<file path="src/hw/rtl/mktd_pkg.sv">
// Shared types, codes and reset values for the Morse key timing decoder.
`default_nettype none
package mktd_pkg;

  localparam int TIME_W = 32;
  localparam int CFG_W  = 16;
  localparam int SYM_W  = 15;
  localparam int CNT_W  = 4;
  localparam int PH_W   = 3;
  localparam int IDX_W  = 3;

  localparam int DEFAULT_SYMBOL_CAPACITY = 15;

  // phase codes
  localparam logic [PH_W-1:0] PH_IDLE     = 3'd0;
  localparam logic [PH_W-1:0] PH_PRESSED  = 3'd1;
  localparam logic [PH_W-1:0] PH_GAP      = 3'd2;
  localparam logic [PH_W-1:0] PH_COMPLETE = 3'd3;
  localparam logic [PH_W-1:0] PH_STUCK    = 3'd4;

  // configuration register indexes
  localparam logic [IDX_W-1:0] REG_TOUCH_MIN   = 3'd0;
  localparam logic [IDX_W-1:0] REG_DOT_MAX     = 3'd1;
  localparam logic [IDX_W-1:0] REG_DASH_MIN    = 3'd2;
  localparam logic [IDX_W-1:0] REG_GAP_TIMEOUT = 3'd3;
  localparam logic [IDX_W-1:0] REG_STUCK_LIMIT = 3'd4;

  // configuration reset values
  localparam logic [CFG_W-1:0] RST_TOUCH_MIN   = 16'd30;
  localparam logic [CFG_W-1:0] RST_DOT_MAX     = 16'd200;
  localparam logic [CFG_W-1:0] RST_DASH_MIN    = 16'd300;
  localparam logic [CFG_W-1:0] RST_GAP_TIMEOUT = 16'd1000;
  localparam logic [CFG_W-1:0] RST_STUCK_LIMIT = 16'd5000;

  // input item function codes
  localparam logic FUNC_SAMPLE = 1'b0;
  localparam logic FUNC_CLEAR  = 1'b1;

  typedef struct packed {
    logic              func;
    logic              key_down;
    logic [TIME_W-1:0] time_ms;
  } in_item_t;

  typedef struct packed {
    logic [PH_W-1:0]  phase;
    logic [CNT_W-1:0] symbol_count;
    logic [SYM_W-1:0] symbol_bits;
  } out_item_t;

  typedef struct packed {
    logic [CFG_W-1:0] touch_min_ms;
    logic [CFG_W-1:0] dot_max_ms;
    logic [CFG_W-1:0] dash_min_ms;
    logic [CFG_W-1:0] gap_timeout_ms;
    logic [CFG_W-1:0] stuck_limit_ms;
  } cfg_t;

endpackage
`default_nettype wire

</file>
<file path="src/hw/rtl/mktd_cfg_regs.sv">
// Configuration register file for the Morse key timing decoder.
`default_nettype none
module mktd_cfg_regs (
  input  wire logic                        clk,
  input  wire logic                        rst,
  input  wire logic                        cfg_wen,
  input  wire logic [mktd_pkg::IDX_W-1:0]  cfg_index,
  input  wire logic [mktd_pkg::CFG_W-1:0]  cfg_data,
  output mktd_pkg::cfg_t                   cfg
);
  import mktd_pkg::*;

  always_ff @(posedge clk) begin
    if (rst) begin
      cfg.touch_min_ms   <= RST_TOUCH_MIN;
      cfg.dot_max_ms     <= RST_DOT_MAX;
      cfg.dash_min_ms    <= RST_DASH_MIN;
      cfg.gap_timeout_ms <= RST_GAP_TIMEOUT;
      cfg.stuck_limit_ms <= RST_STUCK_LIMIT;
    end else if (cfg_wen) begin
      unique case (cfg_index)
        REG_TOUCH_MIN:   cfg.touch_min_ms   <= cfg_data;
        REG_DOT_MAX:     cfg.dot_max_ms     <= cfg_data;
        REG_DASH_MIN:    cfg.dash_min_ms    <= cfg_data;
        REG_GAP_TIMEOUT: cfg.gap_timeout_ms <= cfg_data;
        REG_STUCK_LIMIT: cfg.stuck_limit_ms <= cfg_data;
        default: ;  // writes beyond the list are ignored
      endcase
    end
  end

endmodule
`default_nettype wire

</file>
<file path="src/hw/rtl/mktd_step.sv">
// Decoder state and the single-pass next-state logic for one key item.
`default_nettype none
module mktd_step #(
  parameter int SYMBOL_CAPACITY = mktd_pkg::DEFAULT_SYMBOL_CAPACITY
) (
  input  wire logic           clk,
  input  wire logic           rst,
  input  wire logic           fire,
  input  mktd_pkg::in_item_t  item,
  input  mktd_pkg::cfg_t      cfg,
  output mktd_pkg::out_item_t result
);
  import mktd_pkg::*;

  localparam int CapInt = (SYMBOL_CAPACITY < SYM_W) ? SYMBOL_CAPACITY : SYM_W;
  localparam logic [CNT_W-1:0] StoreCap = CNT_W'(CapInt);

  logic [PH_W-1:0]   phase, phase_next;
  logic              last_level, last_level_next;
  logic [TIME_W-1:0] press_start, press_start_next;
  logic [TIME_W-1:0] release_time, release_time_next;
  logic [CNT_W-1:0]  count, count_next;
  logic [SYM_W-1:0]  symbols, symbols_next;

  logic              rising, falling;
  logic [TIME_W-1:0] held, silence;
  logic              is_stuck, is_dash, is_dot, gap_done;

  assign rising   = item.key_down & ~last_level;
  assign falling  = ~item.key_down & last_level;
  assign held     = item.time_ms - press_start;
  assign silence  = item.time_ms - release_time;
  assign is_stuck = held > {{(TIME_W-CFG_W){1'b0}}, cfg.stuck_limit_ms};
  assign is_dash  = held >= {{(TIME_W-CFG_W){1'b0}}, cfg.dash_min_ms};
  assign is_dot   = (held >= {{(TIME_W-CFG_W){1'b0}}, cfg.touch_min_ms}) &&
                    (held <= {{(TIME_W-CFG_W){1'b0}}, cfg.dot_max_ms});
  assign gap_done = silence >= {{(TIME_W-CFG_W){1'b0}}, cfg.gap_timeout_ms};

  always_comb begin
    phase_next        = phase;
    last_level_next   = item.key_down;
    press_start_next  = press_start;
    release_time_next = release_time;
    count_next        = count;
    symbols_next      = symbols;

    if (item.func == FUNC_CLEAR) begin
      phase_next        = PH_IDLE;
      last_level_next   = 1'b0;
      press_start_next  = '0;
      release_time_next = '0;
      count_next        = '0;
      symbols_next      = '0;
    end else begin
      unique case (phase) inside
        PH_IDLE, PH_GAP: begin
          if (rising) begin
            press_start_next = item.time_ms;
            phase_next       = PH_PRESSED;
          end else if (phase == PH_GAP && count != '0 && gap_done) begin
            phase_next = PH_COMPLETE;
          end
        end
        PH_PRESSED: begin
          if (is_stuck) begin
            phase_next = PH_STUCK;
          end else if (falling) begin
            // append a symbol unless the store is full; dash wins on overlap
            if ((is_dash || is_dot) && count < StoreCap) begin
              symbols_next[count] = is_dash;
              count_next          = count + 1'b1;
            end
            release_time_next = item.time_ms;
            phase_next        = PH_GAP;
          end
        end
        PH_STUCK: begin
          if (falling) begin
            phase_next        = PH_IDLE;
            press_start_next  = '0;
            release_time_next = '0;
            count_next        = '0;
            symbols_next      = '0;
          end
        end
        default: ;  // complete: hold until a clear item
      endcase
    end
  end

  always_ff @(posedge clk) begin
    if (rst) begin
      phase        <= PH_IDLE;
      last_level   <= 1'b0;
      press_start  <= '0;
      release_time <= '0;
      count        <= '0;
      symbols      <= '0;
    end else if (fire) begin
      phase        <= phase_next;
      last_level   <= last_level_next;
      press_start  <= press_start_next;
      release_time <= release_time_next;
      count        <= count_next;
      symbols      <= symbols_next;
    end
  end

  assign result.phase        = phase_next;
  assign result.symbol_count = count_next;
  assign result.symbol_bits  = symbols_next;

endmodule
`default_nettype wire

</file>
<file path="src/hw/rtl/morse_key_timing_decoder.sv">
// Top level of the Morse key timing decoder: input register, step logic, result register.
//
//   channel | direction | handshake            | payload
//   --------+-----------+----------------------+----------------------------------
//   in      | to block  | in_valid / in_stall  | in_item: func, key_down, time_ms
//   out     | from block| out_valid / out_stall| out_item: phase, symbol_count,
//           |           |                      |           symbol_bits
//   cfg     | to block  | cfg_wen              | cfg_index, cfg_data
//
// An item's result reaches out_item by way of the input register and the result
// register: the item sits in the input register while the step logic works on it,
// and the result register loads when the item fires.
// One item per cycle is sustained while out_stall stays low; the step unit's state
// loads as the item fires, so a new item can follow its predecessor directly.
// rst is synchronous: it empties both registers and returns state and
// configuration to their reset values.
// out_stall holds the result register; the input register still takes one
// more item while a result waits, after which in_stall rises.
`default_nettype none
module morse_key_timing_decoder #(
  parameter int SYMBOL_CAPACITY = mktd_pkg::DEFAULT_SYMBOL_CAPACITY
) (
  input  wire logic                       clk,
  input  wire logic                       rst,
  input  wire logic                       in_valid,
  output logic                            in_stall,
  input  mktd_pkg::in_item_t              in_item,
  output logic                            out_valid,
  input  wire logic                       out_stall,
  output mktd_pkg::out_item_t             out_item,
  input  wire logic                       cfg_wen,
  input  wire logic [mktd_pkg::IDX_W-1:0] cfg_index,
  input  wire logic [mktd_pkg::CFG_W-1:0] cfg_data
);
  import mktd_pkg::*;

  localparam int CapInt = (SYMBOL_CAPACITY < SYM_W) ? SYMBOL_CAPACITY : SYM_W;
  localparam logic [CNT_W-1:0] StoreCap = CNT_W'(CapInt);

  cfg_t      cfg;
  in_item_t  hold_item;
  logic      hold_valid;
  out_item_t result;
  logic      out_free;
  logic      fire;

  // result register can load when empty or draining this cycle
  assign out_free = ~out_valid | ~out_stall;
  // advance the held item through the step logic
  assign fire     = hold_valid & out_free;
  // stall upstream only when the input register is full and cannot drain
  assign in_stall = hold_valid & ~out_free;

  mktd_cfg_regs u_cfg (
    .clk       (clk),
    .rst       (rst),
    .cfg_wen   (cfg_wen),
    .cfg_index (cfg_index),
    .cfg_data  (cfg_data),
    .cfg       (cfg)
  );

  mktd_step #(
    .SYMBOL_CAPACITY (SYMBOL_CAPACITY)
  ) u_step (
    .clk    (clk),
    .rst    (rst),
    .fire   (fire),
    .item   (hold_item),
    .cfg    (cfg),
    .result (result)
  );

  // input register: take a new item whenever the held one leaves or is absent
  always_ff @(posedge clk) begin
    if (rst) begin
      hold_valid <= 1'b0;
    end else if (~in_stall) begin
      hold_valid <= in_valid;
    end
  end

  always_ff @(posedge clk) begin
    if (~in_stall && in_valid) begin
      hold_item <= in_item;
    end
  end

  // result register: load on fire, drop once taken
  always_ff @(posedge clk) begin
    if (rst) begin
      out_valid <= 1'b0;
    end else if (out_free) begin
      out_valid <= fire;
    end
  end

  always_ff @(posedge clk) begin
    if (fire) begin
      out_item <= result;
    end
  end

`ifndef SYNTHESIS
  a_count_cap: assert property (@(posedge clk) disable iff (rst)
    out_valid |-> out_item.symbol_count <= StoreCap)
    else $error("symbol count beyond store capacity");

  a_bits_above_count: assert property (@(posedge clk) disable iff (rst)
    out_valid |-> (out_item.symbol_bits >> out_item.symbol_count) == '0)
    else $error("symbol bits set above symbol count");

  a_clear_result: assert property (@(posedge clk) disable iff (rst)
    (fire && hold_item.func == FUNC_CLEAR) |=>
      (out_item.phase == PH_IDLE && out_item.symbol_count == '0 &&
       out_item.symbol_bits == '0))
    else $error("clear item did not return decoder to idle");

  a_stall_needs_item: assert property (@(posedge clk) disable iff (rst)
    in_stall |-> (hold_valid && out_valid))
    else $error("input stalled without a held item and a waiting result");
`endif

endmodule
`default_nettype wire

</file>
<file path="config.mk">
export PLATFORM = sky130hd
export DESIGN_NAME = morse_key_timing_decoder
export DESIGN_NICKNAME = d
export VERILOG_FILES = /design/src/hw/rtl/mktd_pkg.sv /design/src/hw/rtl/mktd_cfg_regs.sv /design/src/hw/rtl/mktd_step.sv /design/src/hw/rtl/morse_key_timing_decoder.sv
export SDC_FILE = /design/constraint.sdc
export NUM_CORES = 1
export LEC_CHECK = 0
export ABC_AREA = 1
export ABC_CLOCK_PERIOD_IN_PS = 5650
export BUFFER_PORTS_ARGS = -buffer_cell sky130_fd_sc_hd__buf_2
export CAP_MARGIN = 20
export CORE_ASPECT_RATIO = 1.1
export CORE_MARGIN = 2
export CORE_UTILIZATION = 55
export DETAILED_ROUTE_END_ITERATION = 10
export HOLD_SLACK_MARGIN = 0.15
export PLACE_DENSITY = 0.76
export SLEW_MARGIN = 10
export SYNTH_ARGS = -nofsm -noshare
export SYNTH_HDL_FRONTEND = slang
export SYNTH_SLANG_ARGS = --single-unit
</file>
<file path="constraint.sdc">
create_clock -name clk -period 5.65 [get_ports clk]
set_input_delay 1.4125 -clock clk [delete_from_list [all_inputs] [get_ports clk]]
set_output_delay 1.4125 -clock clk [all_outputs]
set_load 0.01 [all_outputs]
</file>
==> run_summary.xml <==
<?xml version="1.0" encoding="UTF-8"?>
<metrics>
  <group name="drt">
    <metric name="drtAntennaViolNets" unit="">0</metric>
    <metric name="met3_wl" unit="um">2460</metric>
    <metric name="route.vias.total" unit="">14670</metric>
    <metric name="drt_pass1_iterations" unit="">5</metric>
    <metric name="routedLengthMet1" unit="um">18700</metric>
    <metric name="post_drt_via_cell_ratio" unit="">5.44</metric>
    <metric name="drt-initial-drc-count" unit="">978</metric>
    <metric name="dr.max_layer_used" unit="">met4</metric>
    <metric name="routedWlPerCell" unit="um">16.4</metric>
    <metric name="drc" unit="">0</metric>
    <metric name="routed_wirelength" unit="um">44300</metric>
    <metric name="route.met2.wl" unit="um">21000</metric>
  </group>
  <group name="clock_network">
    <metric name="clock_buffers_created_by_tritoncts" unit="">26</metric>
    <metric name="cts.clk_slew.worst_paths" unit="ns">0.06</metric>
    <metric name="clock_path_buffers" unit="">3</metric>
    <metric name="post_cts_buffers" unit="">0</metric>
    <metric name="clkSinkCount" unit="">225</metric>
    <metric name="clock_insertion_delay_worst_skew" unit="ns">0.55</metric>
    <metric name="cts-hold-fix-buffers" unit="">0</metric>
    <metric name="tritoncts_clock_tree" unit="">yes</metric>
    <metric name="cts-root-buf" unit="">sky130_fd_sc_hd__clkbuf_16</metric>
    <metric name="cts.htree.levels" unit="">1</metric>
    <metric name="postcts_resize_cnt" unit="">0</metric>
  </group>
  <group name="global_route">
    <metric name="first_global_vias" unit="">14048</metric>
    <metric name="grt_antenna_before_repair" unit="">0</metric>
    <metric name="grt_util_all_layers" unit="">0.299</metric>
    <metric name="grt_first_pass_wirelength" unit="um">70800</metric>
    <metric name="largest_net_degree_at_the_start_of_global_routing" unit="">71</metric>
    <metric name="gr-total-overflow" unit="">0</metric>
  </group>
  <group name="sta">
    <metric name="final.setup.tns" unit="ns">0</metric>
    <metric name="worst_clock_skew" unit="ns">0.0307</metric>
    <metric name="layout_worst_path_cycle_share" unit="">0.800</metric>
    <metric name="rsz0062_at_grt" unit="">no</metric>
    <metric name="whs" unit="ns">0.456</metric>
    <metric name="finalHoldViolations" unit="">0</metric>
    <metric name="timing_max_transition_violations_final" unit="">0</metric>
    <metric name="report.final.setup_viol" unit="">0</metric>
    <metric name="slew_headroom" unit="">0.266</metric>
    <metric name="achievable-frequency" unit="MHz">221</metric>
    <metric name="finalWorstPathRequiredPeriod" unit="ns">4.52</metric>
    <metric name="worstMarginPinSlew" unit="ns">1.10</metric>
  </group>
  <group name="critical_path">
    <metric name="ff_to_ff_start" unit="">hold_item[10]</metric>
    <metric name="timing.reg2reg.setup_slack" unit="ns">1.13</metric>
    <metric name="worstReg2RegEnd" unit="">out_item[17]</metric>
    <metric name="timing.critical_path.to_type" unit="">flip-flop</metric>
    <metric name="worst_setup_path_start_kind" unit="">flip-flop</metric>
    <metric name="length_in_cells_of_the_worst_reg_to_reg_path" unit="">22</metric>
    <metric name="end_point_of_the_critical_path" unit="">out_item[17]</metric>
    <metric name="cp_max_fo" unit="">4</metric>
    <metric name="timing.critical_path.arrival" unit="ns">4.82</metric>
    <metric name="crit_start" unit="">hold_item[10]</metric>
    <metric name="criticalPathCategory" unit="">reg -&gt; reg</metric>
    <metric name="cp_data_required_time" unit="ns">5.95</metric>
  </group>
  <group name="yosys">
    <metric name="synth-edff-count" unit="">56</metric>
    <metric name="avg_synthesized_cell_area" unit="sq um">6.88</metric>
    <metric name="synth_top_area_frac" unit="">0.218</metric>
    <metric name="netlist-cell-type-count" unit="">53</metric>
    <metric name="synth-async-reset-ratio" unit="">0</metric>
    <metric name="ys_dominant_reg_cell" unit="">sky130_fd_sc_hd__dfxtp_1</metric>
    <metric name="postSynthNetCount" unit="">2464</metric>
    <metric name="synth.yosys.seq_area_share" unit="">0.326</metric>
    <metric name="cell_type_with_the_largest_total_area_after_synthesis" unit="">sky130_fd_sc_hd__dfxtp_1</metric>
    <metric name="netlist_top_cells_area" unit="">sky130_fd_sc_hd__dfxtp_1 (22%), sky130_fd_sc_hd__nand2_1 (12%), sky130_fd_sc_hd__ha_1 (12%), sky130_fd_sc_hd__edfxtp_1 (11%), sky130_fd_sc_hd__inv_1 (9.5%)</metric>
    <metric name="yosys_warnings" unit="">0</metric>
    <metric name="yosys_register_bits" unit="">225</metric>
    <metric name="mapped_cell_area" unit="sq um">15500</metric>
    <metric name="post_synth_inst_count" unit="">2258</metric>
  </group>
  <group name="flow_run">
    <metric name="max-cap-violations" unit="">0</metric>
  </group>
  <group name="run_status">
    <metric name="run_status" unit="">completed</metric>
  </group>
  <group name="floorplan">
    <metric name="num_io_pins" unit="">82</metric>
    <metric name="start_util" unit="">0.559</metric>
    <metric name="design.die.area" unit="sq um">29600</metric>
    <metric name="die-height" unit="um">180</metric>
    <metric name="fp.dieW" unit="um">164</metric>
    <metric name="std_cell_rows" unit="">64</metric>
    <metric name="core_region_area" unit="sq um">27800</metric>
  </group>
  <group name="placed_design">
    <metric name="detailedPlacementHpwl" unit="um">34100</metric>
    <metric name="place.gp.congestion" unit="">1.01</metric>
    <metric name="detailed_place.area" unit="sq um">16200</metric>
    <metric name="port_buffers" unit="">81</metric>
  </group>
  <group name="cells_and_area">
    <metric name="insertedDiodeCount" unit="">0</metric>
    <metric name="number_of_nets_in_the_finished_design" unit="">2521</metric>
    <metric name="final_design_area_no_fill" unit="sq um">17100</metric>
    <metric name="n_fill_cell" unit="">2578</metric>
    <metric name="syn2layout_area_growth" unit="%">10.1</metric>
    <metric name="final_util" unit="">0.616</metric>
    <metric name="seqCellArea" unit="sq um">5060</metric>
    <metric name="multi_input_comb_area" unit="sq um">8640</metric>
    <metric name="drive_gt1_frac" unit="">0.0835</metric>
  </group>
  <group name="min_path">
    <metric name="timing.hold.worst.class" unit="">reg -&gt; reg</metric>
  </group>
  <group name="power_and_ir_drop">
    <metric name="ir_drop" unit="V">0.000274</metric>
    <metric name="total_chip_power" unit="mW">5.13</metric>
    <metric name="power.static_leakage" unit="nW">8.23</metric>
    <metric name="power_per_standard_cell_area" unit="nW/um^2">300</metric>
  </group>
</metrics>
-- flip-flops by register name, indices dropped and copies added (netlist names), 3 cells and up --
signal,cells
u_step.phase,3
u_step.symbols,15
out_item,22
u_step.release_time,32
hold_item,34
u_step.count,4
u_step.press_start,32
u_cfg.cfg,80
-- critical path, stage by stage (launching register included) --
cell and delay, ns:
sky130_fd_sc_hd__edfxtp_1 0.45, sky130_fd_sc_hd__ha_1 0.43, sky130_fd_sc_hd__nand2_1 0.17, sky130_fd_sc_hd__nor2_1 0.26, sky130_fd_sc_hd__nand2_1 0.11, sky130_fd_sc_hd__inv_1 0.07
sky130_fd_sc_hd__nand2_1 0.07, sky130_fd_sc_hd__nand2_1 0.12, sky130_fd_sc_hd__xor2_1 0.43, sky130_fd_sc_hd__ha_1 0.34, sky130_fd_sc_hd__a21oi_1 0.16, sky130_fd_sc_hd__nor2_1 0.06
sky130_fd_sc_hd__a211oi_1 0.18, sky130_fd_sc_hd__o211ai_1 0.11, sky130_fd_sc_hd__o21ai_0 0.13, sky130_fd_sc_hd__a21boi_0 0.28, sky130_fd_sc_hd__nor2_1 0.10, sky130_fd_sc_hd__nor2_1 0.24
sky130_fd_sc_hd__nand3_1 0.19, sky130_fd_sc_hd__nand3_1 0.14, sky130_fd_sc_hd__o21ai_0 0.09, sky130_fd_sc_hd__nand2_1 0.11, sky130_fd_sc_hd__inv_1 0.06
-- how the worst min path moves through the flow --
stage	cells past startpoint	slack (ns)	start	endpoint
after detailed placement	2	0.45	u_step.press_start[19]	u_step.press_start[19]
after floorplan	2	0.43	u_step.release_time[0]	u_step.release_time[0]
after global routing	2	0.47	u_step.press_start[16]	u_step.press_start[16]
final	2	0.46	u_step.press_start[16]	u_step.press_start[16]
after CTS	2	0.46	u_step.press_start[25]	u_step.press_start[25]
after global placement	2	0.44	u_step.press_start[21]	u_step.press_start[21]
-- layout by cell type (no fill, tap or decap), drive strengths merged, types with 7 or more instances in the layout --
cell type / Yosys / routed
a211oi: 9 / 9
a21oi: 243 / 243
buf: 13 / 91
clkbuf: 44 / 33
clkinv: 4 / 15
dfxtp: 169 / 169
edfxtp: 56 / 56
ha: 146 / 146
inv: 402 / 401
nand2: 528 / 528
nand3: 94 / 94
nand4: 37 / 37
nor2: 181 / 181
nor3: 18 / 18
o211ai: 19 / 19
o21a: 8 / 8
o21ai: 196 / 196
o21bai: 7 / 7
xnor2: 11 / 11
xor2: 28 / 28
-- per-stage QoR --
step,cells,setup WS [ns]
finish,2698,1.13
global route,2698,0.634
CTS,2698,1.19
detailed placement,2650,1.20
global placement,2650,1.16
floorplan,2258,2.19
-- metal layers --
metal / GRT usage / vias up
met1: 0.369 / 6705
met2: 0.518 / 411
met4: 0.132 / 0
li1: - / 7454
met3: 0.0368 / 100
met5: 0 / -
-- area by class of cell --
| class | count | share of cell area |
|---|---|---|
| timing repair buffer | 91 | 0.0281 |
| clock inverter | 15 | 0.0110 |
| tap | 363 | 0.0265 |
| clock buffer | 33 | 0.0444 |
| multi-input combinational | 1565 | 0.505 |
| sequential | 225 | 0.296 |
| inverter | 406 | 0.0891 |
-- Yosys cell counts (all sizes together), types with 6 or more instances --
cell,instances
nand2,528
inv,402
a21oi,243
o21ai,196
nor2,181
dfxtp,169
ha,146
nand3,94
edfxtp,56
clkbuf,44
nand4,37
xor2,28
o211ai,19
nor3,18
buf,13
xnor2,11
a211oi,9
o21a,8
o21bai,7
and2,6
-- where the power goes --
group | switching (mW) | internal (mW) | leakage (nW) | total, mW
registers | 0.0461 | 1.75 | 1.93 | 1.79
clock network | 0.710 | 1.14 | 0.464 | 1.85
logic | 0.981 | 0.515 | 5.84 | 1.50
total | 1.74 | 3.40 | 8.23 | 5.13
-- cell families (layout without fill, tap and decap cells) --
| logic type | after synthesis | in the layout | share of synthesized area |
|---|---|---|---|
| compound gates | 500 | 500 | 0.173 |
| xor+xnor | 39 | 39 | 0.0220 |
| fa+ha+maj | 148 | 148 | 0.120 |
| buf+inv | 468 | 545 | 0.119 |
| flops | 225 | 225 | 0.326 |
| simple gates | 878 | 878 | 0.240 |
Note: power is estimated with default switching activity, not from simulation.
